`config.mk`:
```
export PLATFORM = sky130hd
export DESIGN_NAME = wfc_cell
export DESIGN_NICKNAME = d
export VERILOG_FILES = /design/src/design/wfc_pkg.sv /design/src/design/wfc_cell.sv
export SDC_FILE = /design/constraint.sdc
export NUM_CORES = 1
export LEC_CHECK = 0
export ABC_AREA = 0
export BUFFER_PORTS_ARGS = -buffer_cell sky130_fd_sc_hd__buf_2
export CAP_MARGIN = 5
export CORE_MARGIN = 1
export CORE_UTILIZATION = 40
export CTS_BUF_LIST = sky130_fd_sc_hd__clkbuf_4 sky130_fd_sc_hd__clkbuf_8
export CTS_CLUSTER_DIAMETER = 40
export DETAILED_ROUTE_END_ITERATION = 10
export HOLD_SLACK_MARGIN = 0.05
export MAX_ROUTING_LAYER = met4
export SLEW_MARGIN = 10
export SYNTH_ARGS = -nofsm -noshare
export SYNTH_HDL_FRONTEND = slang
export SYNTH_SLANG_ARGS = --single-unit
```
`constraint.sdc`:
```
create_clock -name clk -period 14.27 [get_ports clk]
set_clock_uncertainty 0.05 [all_clocks]
set_input_delay 1.427 -clock clk [delete_from_list [all_inputs] [get_ports clk]]
set_output_delay 1.427 -clock clk [all_outputs]
set_load 0.01 [all_outputs]
```
`src/design/wfc_pkg.sv`:
```
// shared types and constants for the word frequency counter
// used by wfc_cell and word_frequency_counter; no dependencies
`default_nettype none
package wfc_pkg;

    localparam int TABLE_ENTRIES = 16;
    localparam int WORD_CHARS    = 32;
    localparam int IDX_W  = $clog2(TABLE_ENTRIES);
    localparam int USED_W = $clog2(TABLE_ENTRIES + 1);
    localparam int POS_W  = $clog2(WORD_CHARS);
    localparam int LEN_W  = 6;
    localparam int CNT_W  = 16;

    localparam logic [7:0] CH_APOS  = 8'd39;
    localparam logic [7:0] CASE_OFS = 8'd32;
    localparam logic [7:0] UP_LO    = 8'd64;
    localparam logic [7:0] UP_HI    = 8'd91;
    localparam logic [7:0] LO_LO    = 8'd96;
    localparam logic [7:0] LO_HI    = 8'd123;
    localparam logic [7:0] DIG_LO   = 8'd47;
    localparam logic [7:0] DIG_HI   = 8'd58;

    typedef enum logic [1:0] {
        CMD_TEXT  = 2'd0,
        CMD_END   = 2'd1,
        CMD_READ  = 2'd2,
        CMD_CLEAR = 2'd3
    } cmd_t;

    typedef enum logic [1:0] {
        ST_OK       = 2'd0,
        ST_TOO_MANY = 2'd1,
        ST_TOO_LONG = 2'd2
    } status_t;

    typedef enum logic [1:0] {
        S_IDLE,
        S_SEARCH
    } state_t;

    typedef logic [WORD_CHARS-1:0][7:0] word_t;

    typedef struct packed {
        logic hit;
        logic is_new;
    } cell_stat_t;

    typedef struct packed {
        logic [7:0]       chr;
        logic [CNT_W-1:0] count;
    } cell_rd_t;

endpackage
`default_nettype wire

```
`src/design/wfc_cell.sv`:
```
// one table entry of the counter chain: stored word, length and count
// depends on wfc_pkg
`default_nettype none
module wfc_cell (
    input  wire                       clk,
    input  wire                       rst_n,
    input  wire [wfc_pkg::IDX_W-1:0]  cell_idx,
    input  wire [wfc_pkg::USED_W-1:0] used,
    input  wire                       token_in,
    input  wfc_pkg::word_t            word,
    input  wire [wfc_pkg::LEN_W-1:0]  word_len,
    input  wire [wfc_pkg::POS_W-1:0]  rd_pos,
    output logic                      token_out,
    output wfc_pkg::cell_stat_t       stat,
    output wfc_pkg::cell_rd_t         rd
);
    import wfc_pkg::*;

    logic             tok_reg;
    word_t            chars_reg;
    logic [LEN_W-1:0] len_reg;
    logic [CNT_W-1:0] count_reg;
    logic             in_use;
    logic             match;
    logic [WORD_CHARS-1:0] eq;

    assign in_use = {1'b0, cell_idx} < used;

    always_comb
    begin
        for (int k = 0; k < WORD_CHARS; k++)
        begin
            eq[k] = (LEN_W'(k) >= word_len) || (chars_reg[k] == word[k]);
        end
        match = (len_reg == word_len) && (&eq);
    end

    assign stat.hit    = tok_reg && in_use && match;
    assign stat.is_new = tok_reg && !in_use;
    assign token_out   = tok_reg && in_use && !match;

    assign rd.chr   = ({1'b0, rd_pos} < len_reg) ? chars_reg[rd_pos] : 8'd0;
    assign rd.count = count_reg;

    always_ff @(posedge clk or negedge rst_n)
    begin
        if (!rst_n)
        begin
            tok_reg <= 1'b0;
        end
        else
        begin
            tok_reg <= token_in;
        end
    end

    always_ff @(posedge clk)
    begin
        if (stat.is_new)
        begin
            chars_reg <= word;
            len_reg   <= word_len;
            count_reg <= CNT_W'(1);
        end
        else if (stat.hit && (count_reg != {CNT_W{1'b1}}))
        begin
            count_reg <= count_reg + CNT_W'(1);
        end
    end

endmodule
`default_nettype wire

```
==> run metrics, run 1 <==
Final nets 1538; CP max FO 7; Placer Congestion 0.906; Post-CTS Hold Buffers 0; Seq cells post-synth 279; Primary FF master, synth edfxtp_1; number of global-route vias before repair 9752; pwr/cell area 113 nW/um^2; Port Buffer Count 305; area share of the largest cell type after synthesis 55.6%; Largest register FFs 256; CTS tree done; Fmax 173 MHz; Sink Count 279; status completed; Rows 68; Yosys cell types 51; first-pass GRT wire length 63300 um; DP HPWL 34000 um; Root Driver clkbuf_8; CP arrival 4.29 ns; slew at the pin closest to its max-slew limit 1.12 ns; Period Utilization, post-route 40.4%; DRC violations left 0; Post-synth EDFFs 262; Max Cap Violations 0; # IOs 306; synth cell count leaders edfxtp_1, xor2_1, mux4_2; Worst-Skew Late Latency 0.59 ns; Gate Count Post-Synth 922; Total GRT Usage 25.2%; Final Hold Viols 0; WP data required 12.79 ns; area delta synth->final 21.5%; RSZ-0062 raised after global routing false; setup bufs post-CTS 0; Final ANT Viol Nets 0; reg2reg setup slack 10.16 ns; Pleak 0.00631 uW; Slew Limit Fails 0; initial core utilization 40.8%; chip height 190 um; htree depth 2; Core Region 34600 sq um; die width 190 um; peak supply drop 0.0000816 V; setup slack after layout 8.50 ns; TNS Setup 0 ns; most frequent cell after synthesis edfxtp_1; CTS resizes 0; crit path capture type primary output; via count 9677; Clock transition at path regs 0.05 ns; CP Launch Type input port; headroom to the max-slew limit 24.7%; sequential share of the synthesized area 58.1%; initial antenna violation count 11; largest net degree at the start of global routing 170; Post-Route WL 44200 um; via/cell ratio 5.51; initial DRC count 859; clock buffer count from CTS 51; grt total ovfl 0; routed len/inst 25.2 um; drt pass-1 iters 5; synth top area cells edfxtp_1, xor2_1, mux4_2, xnor2_1, dfxtp_1; Hold Path Class flip-flop to flip-flop; Max Root-Sink Buffers 3; pre-CTS WS 8.47 ns; Synth Warn # 0; Syn Area/Cell 15.3 sq um; Final setup viols 0; share of cells above drive strength 1 37.4%; asr flop ratio synth 0.358%; Syn Nets 1209; Final min period 5.77 ns; DIE AREA 36100 sq um; Setup CP Type input port to primary output; Cell Area, Synth 14100 sq um; leading area contributor after synthesis edfxtp_1
stage by stage:
stage	utilization (%)	power (uW)	instances	area, sq um	hold WS, ns
6_report	49.6	1940	1757	17200	0.456
5_1_grt	49.6	2010	1756	17200	0.483
4_1_cts	49.5	1960	1746	17200	0.454
3_5_place_dp	46.6	1190	1653	16100	0.446
3_3_place_gp	46.6	1190	1653	16100	0.431
2_1_floorplan	-	1090	922	14100	0.435
critical path, stage by stage:
cell	delay, ns
buf_2	0.11
xor2_1	0.15
nor4_1	0.80
nand4_1	0.29
o21ai_0	0.29
o2111ai_1	0.21
nor4_4	0.61
nand3_1	0.15
nor2_1	0.12
buf_2	0.14
final cells by class:
| type | instances | area (sq um) |
|---|---|---|
| inverters | 10 | 45.0 |
| clock buffers | 72 | 885 |
| multi-input cells | 601 | 5750 |
| well taps | 455 | 569 |
| repair buffers | 308 | 1560 |
| flip-flops and latches | 279 | 8210 |
| clock inverters | 21 | 128 |
| fillers | 3002 | 17400 |
| diodes | 11 | 27.5 |
kinds of logic (layout without fill, tap and decap cells):
kind of cell / count (synthesis) / in the layout / synth area share [%]
adder cells (fa/ha/maj): 9 / 9 / 0.787
XOR/XNOR: 267 / 267 / 16.5
AND/OR/NAND/NOR: 163 / 163 / 6.82
other: 0 / 11 / 0
AO/OA/AOI/OAI: 73 / 73 / 3.14
multiplexers: 89 / 89 / 13.4
buffers and inverters: 42 / 411 / 1.28
flip-flops: 279 / 279 / 58.1
power by group:
| group | internal (uW) | leakage [uW] | switching (uW) |
|---|---|---|---|
| clock network | 418 | 0.000536 | 348 |
| registers | 930 | 0.00254 | 20.7 |
| logic | 101 | 0.00324 | 124 |
| total | 1450 | 0.00631 | 493 |
worst paths after layout:
check | startpoint | to | depth (start not counted)
worst max register to register | chars_reg[143] | count_reg[13] | 9
max in group asynchronous | rst_n | tok_reg | 1
worst min register to register | count_reg[14] | count_reg[14] | 2
min in group asynchronous | rst_n | tok_reg | 1
worst min-delay path | count_reg[14] | count_reg[14] | 2
worst max-delay path | word[159] | stat[1] | 10
cell usage in the layout, fill, tap and decap left out, drive strengths merged, types with 13 or more instances in the layout:
| cell type | netlist | layout |
|---|---|---|
| o21ai | 14 | 14 |
| nor4 | 53 | 53 |
| buf | 20 | 308 |
| a21oi | 29 | 29 |
| nand3 | 13 | 13 |
| clkbuf | 12 | 72 |
| edfxtp | 262 | 262 |
| xor2 | 207 | 207 |
| nand4 | 23 | 23 |
| xnor2 | 60 | 60 |
| dfxtp | 16 | 16 |
| mux4 | 80 | 80 |
| nand2 | 17 | 17 |
| nor2 | 21 | 21 |
| clkinv | 0 | 17 |
layer usage:
metal	vias to the layer above	share of wire (%)	global-route usage, %
li1	4285	-	-
met1	4826	43	34.2
met2	490	46	37.3
met3	76	9.4	6.38
met4	0	2.5	7.20
met5	-	0	-
(Power assumes the default switching activity.)
==> run 2: changes to the inputs <==
==> constraint.sdc (replaced) <==
create_clock -name clk -period 5.7 [get_ports clk]
set_clock_uncertainty 0.05 [all_clocks]
set_input_delay 0.57 -clock clk [delete_from_list [all_inputs] [get_ports clk]]
set_output_delay 0.57 -clock clk [all_outputs]
set_load 0.01 [all_outputs]
==> run metrics, run 2 (synthesis results as in run 1) <==
status completed; Hold Path Class input port to flip-flop; Rows 68 (unchanged); Setup CP Type flip-flop to primary output; htree depth 2 (unchanged); initial antenna violation count 7 (-4); Fmax 232 MHz; RSZ-0062 raised after global routing false; CTS tree done; DRC violations left 0 (unchanged); worst reg2reg path depth 9 (unchanged); DP HPWL 32500 um (-4.1%); TNS Setup 0 ns (unchanged); headroom to the max-slew limit 17.0% (-7.7 points); die width 190 um (unchanged); initial DRC count 770 (-10%); Clock transition at path regs 0.06 ns (about the same); clock buffer count from CTS 55 (+7.8%); Final Hold Viols 0 (unchanged); CP arrival 3.68 ns (-0.61 ns); crit path capture type primary output; share of cells above drive strength 1 37.6% (+0.15 points); Max Cap Violations 0 (unchanged); reg2reg setup slack 1.58 ns (-8.58 ns); fill count 3039 (+1.2%); largest net degree at the start of global routing 127 (-25%); RR Endpoint count_reg[15]; setup bufs post-CTS 0 (unchanged); peak supply drop 0.000181 V (+120%); # IOs 306 (unchanged); Setup crit end stat[1]; Max Root-Sink Buffers 3 (unchanged); placed cells 1656 (+0.18%); Placer Congestion 0.866 (-4.5%); Total GRT Usage 24.9% (-0.34 points); Slew Limit Fails 0 (unchanged); most frequent cells in the layout buf_2, edfxtp_1, xor2_1; grt total ovfl 0 (unchanged); Sink Count 279 (unchanged); Final min period 4.30 ns; Util after Layout 51.1% (+1.4 points); WP data required 5.08 ns (-7.71 ns); pre-CTS WS 1.42 ns (-7.05 ns); Final nets 1569 (+2.0%); Post-Route WL 43300 um (-2.2%); DIE AREA 36100 sq um (unchanged); Final ANT Viol Nets 0 (unchanged); Root Driver clkbuf_8; Worst-Skew Late Latency 0.63 ns (+0.04 ns); initial core utilization 40.8% (unchanged); drt pass-1 iters 5 (unchanged); Largest register FFs 256 (unchanged); Core Region 34600 sq um (unchanged); slew at the pin closest to its max-slew limit 1.23 ns (+0.115 ns); setup slack after layout 1.40 ns (-7.10 ns); Final setup viols 0 (unchanged); via/cell ratio 5.38 (-2.4%); via count 9610 (-0.69%); CP Launch Type flip-flop; pwr/cell area 296 nW/um^2 (+160%); routed len/inst 24.2 um (-3.8%); area delta synth->final 25.0%; Pleak 0.00654 uW (+3.7%); CP max FO 7 (unchanged); first-pass GRT wire length 62700 um (-0.97%); Port Buffer Count 305 (unchanged); chip height 190 um (unchanged); Period Utilization, post-route 75.5%; commonest non-fill, non-tap cell in the layout buf_2; number of global-route vias before repair 9939 (+1.9%); Power Total 5230 uW (+170%); non-filler cells, final 1787 (+1.7%); crit path from chars_reg[159]; worst r2r src chars_reg[143]
run 2: changes by cell type in the layout (fill, tap and decap cells not counted), sizes merged:
cell and delta:
buf +3, diode -2, clkbuf +3, clkinv -3
clkinvlp -1, dlygate4sd3 +24, bufinv +6
run 2: worst min path at each step:
stage	start	to	depth (start not counted)
floorplan	rst_n	tok_reg	0
global placement	rst_n	tok_reg	1
detailed placement	rst_n	tok_reg	1
CTS	word[210]	chars_reg[210]	1
global route	word[218]	chars_reg[218]	1
finish	word[0]	chars_reg[0]	1
run 2: cell type report:
class | instances | area [sq um] | share of cell area [%]
multi-input cells | 601 | 5760 | 32.6
clock inverters | 23 | 295 | 1.67
repair buffers | 335 | 1850 | 10.5
flip-flops and latches | 279 | 8210 | 46.5
clock buffers | 75 | 926 | 5.24
diodes | 9 | 22.5 | 0.127
well taps | 455 | 569 | 3.22
inverters | 10 | 45.0 | 0.255
run 2: timing repair:
action | CTS | global route
resized for setup | 0 | 0
setup endpoints to repair | 0 | 0
hold buffers | 24 | 0
hold endpoints to repair | 24 | 0
run 2: metrics by stage:
step / instance area (sq um) / hold slack, ns
2_1_floorplan: 14100 / 0.224
3_3_place_gp: 16200 / 0.296
3_5_place_dp: 16200 / 0.297
4_1_cts: 17700 / 0.0504
5_1_grt: 17700 / 0.0659
6_report: 17700 / 0.0947
run 2: critical path, cell delays in order, from the launching register on:
cell       delay [ns]
edfxtp_1         0.43
xor2_1           0.17
nor4_1           0.80
nand4_1          0.25
o21ai_0          0.27
o2111ai_1        0.19
nor4_4           0.58
nand3_1          0.13
nor2_1           0.11
buf_2            0.14
run 2: power breakdown:
part	internal, uW	switching (uW)	total (uW)
clock	1370	904	2270
combinational	267	318	586
sequential	2330	43.9	2370
total	3960	1270	5230
run 2: layer usage:
metal	track usage [%]	part of all wire, %
met1	33.7	44
met2	35.7	45
met3	6.73	9.3
met4	8.81	2.6
met5	-	0
==> run 3: changes to the inputs <==
==> constraint.sdc (replaced) <==
create_clock -name clk -period 3.6 [get_ports clk]
set_clock_uncertainty 0.05 [all_clocks]
set_input_delay 0.36 -clock clk [delete_from_list [all_inputs] [get_ports clk]]
set_output_delay 0.36 -clock clk [all_outputs]
set_load 0.01 [all_outputs]
==> run metrics, run 3 (synthesis results as in run 1) <==
Final setup viols 0 (unchanged); initial core utilization 40.8% (unchanged); Worst Path Buf+Inv 2 (+1); initial antenna violation count 6 (-1); die width 190 um (unchanged); first-pass GRT wire length 67500 um (+7.6%); met3 WL 3740 um (-6.9%); Largest register FFs 256 (unchanged); setup slack after layout 0.116 ns (-1.28 ns); commonest non-fill, non-tap cell in the layout buf_2; htree depth 2 (unchanged); CP peak stage delay 0.47 ns (-0.33 ns); CP arrival 3.07 ns (-0.61 ns); Port Buffer Count 305 (unchanged); grt total ovfl 0 (unchanged); clock buffer count from CTS 55 (unchanged); Met1 Wirelength 19600 um (+4.0%); via/cell ratio 5.25 (-2.3%); peak supply drop 0.000450 V (+150%); Core Region 34600 sq um (unchanged); Clock transition at path regs 0.05 ns (about the same); share of cells above drive strength 1 34.4% (-3.2 points); DP HPWL 33100 um (+1.8%); Max Root-Sink Buffers 3 (unchanged); Max Cap Violations 0 (unchanged); Hold Path Class input port to flip-flop; drt pass-1 iters 5 (unchanged); TNS Setup 0 ns (unchanged); Placer Congestion 0.851 (-1.7%); Final nets 1843 (+17%); slew at the pin closest to its max-slew limit 0.732 ns (-0.501 ns); Post-Route WL 46300 um (+7.0%); Worst-Skew Late Latency 0.62 ns (about the same); hold_ws 0.0993 ns (+0.00459 ns); worst-path cell chain xor2_1 > nor4_2 > nand4_1 > o21ai_1 > o2111ai_1 > nor4_4 > buf_6 > nand3_1 > nor2_1 > buf_2; Total GRT Usage 26.4% (+1.5 points); CTS tree done; Pleak 0.00772 uW (+18%); number of global-route vias before repair 11415 (+15%); status completed; Final Hold Viols 0 (unchanged); crit path capture type primary output; Setup CP Type flip-flop to primary output; DRC violations left 0 (unchanged); pre-CTS WS 0.146 ns (-1.27 ns); Rows 68 (unchanged); Slew Limit Fails 0 (unchanged); routed len/inst 22.5 um (-7.2%); DIE AREA 36100 sq um (unchanged); Sink Count 279 (unchanged); Root Driver clkbuf_8; Fmax 287 MHz; chip height 190 um (unchanged); initial DRC count 835 (+8.4%); CP Launch Type flip-flop; largest net degree at the start of global routing 96 (-24%); Final ANT Viol Nets 0 (unchanged); Period Utilization, post-route 96.8%; Final min period 3.48 ns; headroom to the max-slew limit 51.2% (+34 points); DR WL met2 21700 um (+13%); top routing layer used met4; slowest stage cell, crit path nor4_2; most frequent cells in the layout buf_2, edfxtp_1, dlygate4sd3_1; # IOs 306 (unchanged); CP max FO 4 (-3); WP data required 3.19 ns (-1.89 ns); Crit path max-delay family simple AND/OR/NAND/NOR gates; Util after Layout 59.0% (+7.9 points); RSZ-0062 raised after global routing false; pwr/cell area 407 nW/um^2 (+38%); via count 10818 (+13%); area delta synth->final 44.4%; Power Total 8320 uW (+59%)
-- run 3: changes by cell type in the layout (fill, tap and decap cells not counted), moves of 4 or more --
cell           change
clkinv_1           +5
buf_4             +34
nor4_2            +12
nor4_1            -15
clkinv_2           -4
dlygate4sd3_1    +236
bufinv_16          -4
-- run 3: per-layer routing --
layer	vias to the layer above	global-route usage, %
met5	-	-
met4	0	8.56
met3	86	6.70
met2	473	40.3
met1	5369	34.3
li1	4890	-
-- run 3: repair_timing --
| item | CTS | global route |
|---|---|---|
| pin swaps | 7 | 8 |
| setup endpoints to repair | 2 | 2 |
| hold buffers | 260 | 0 |
| hold endpoints to repair | 259 | 0 |
| setup buffers | 2 | 2 |
| gates cloned | 0 | 0 |
| gates resized for setup | 15 | 10 |
-- run 3: where the power goes --
| group | leakage [uW] | internal (uW) | switching [uW] |
|---|---|---|---|
| logic | 0.00458 | 619 | 579 |
| clock network | 0.000606 | 1950 | 1410 |
| registers | 0.00254 | 3680 | 68.4 |
-- run 3: final cells by class --
type	count	area, sq um
fill	2699	14200
sequential	279	8210
multi-input combinational	601	5890
timing repair buffer	609	4540
clock buffer	80	976
tap	455	569
clock inverter	20	174
inverter	10	45.0
antenna	6	15.0
-- run 3: worst paths after layout --
| kind | from | to | slack (ns) | depth (start not counted) |
|---|---|---|---|---|
| max | chars_reg[157] | stat[1] | 0.12 | 10 |
| min | word_len[0] | len_reg[0] | 0.1 | 1 |
| max reg2reg | chars_reg[141] | count_reg[5] | 0.32 | 11 |
| min reg2reg | count_reg[15] | count_reg[15] | 0.45 | 2 |
| max in group asynchronous | rst_n | tok_reg | 2.87 | 3 |
| min in group asynchronous | rst_n | tok_reg | 0.53 | 3 |
-- run 3: worst reg2reg max path: cells and delay by family, from the launching register on --
kind	cells	cell delay, ns
and+or+nand+nor	5	1.40
buffers and inverters	2	0.42
AOI/OAI and AO/OA	2	0.42
DFF	1	0.40
adders and majority gates	1	0.30
xor gates and xnor gates	1	0.20
-- run 3: stage by stage --
step                      cells  instance area (sq um)
after global placement     1691                  16500
final                      2060                  20400
after floorplan             922                  14200
after CTS                  2052                  20300
after global routing       2060                  20400
after detailed placement   1691                  16500
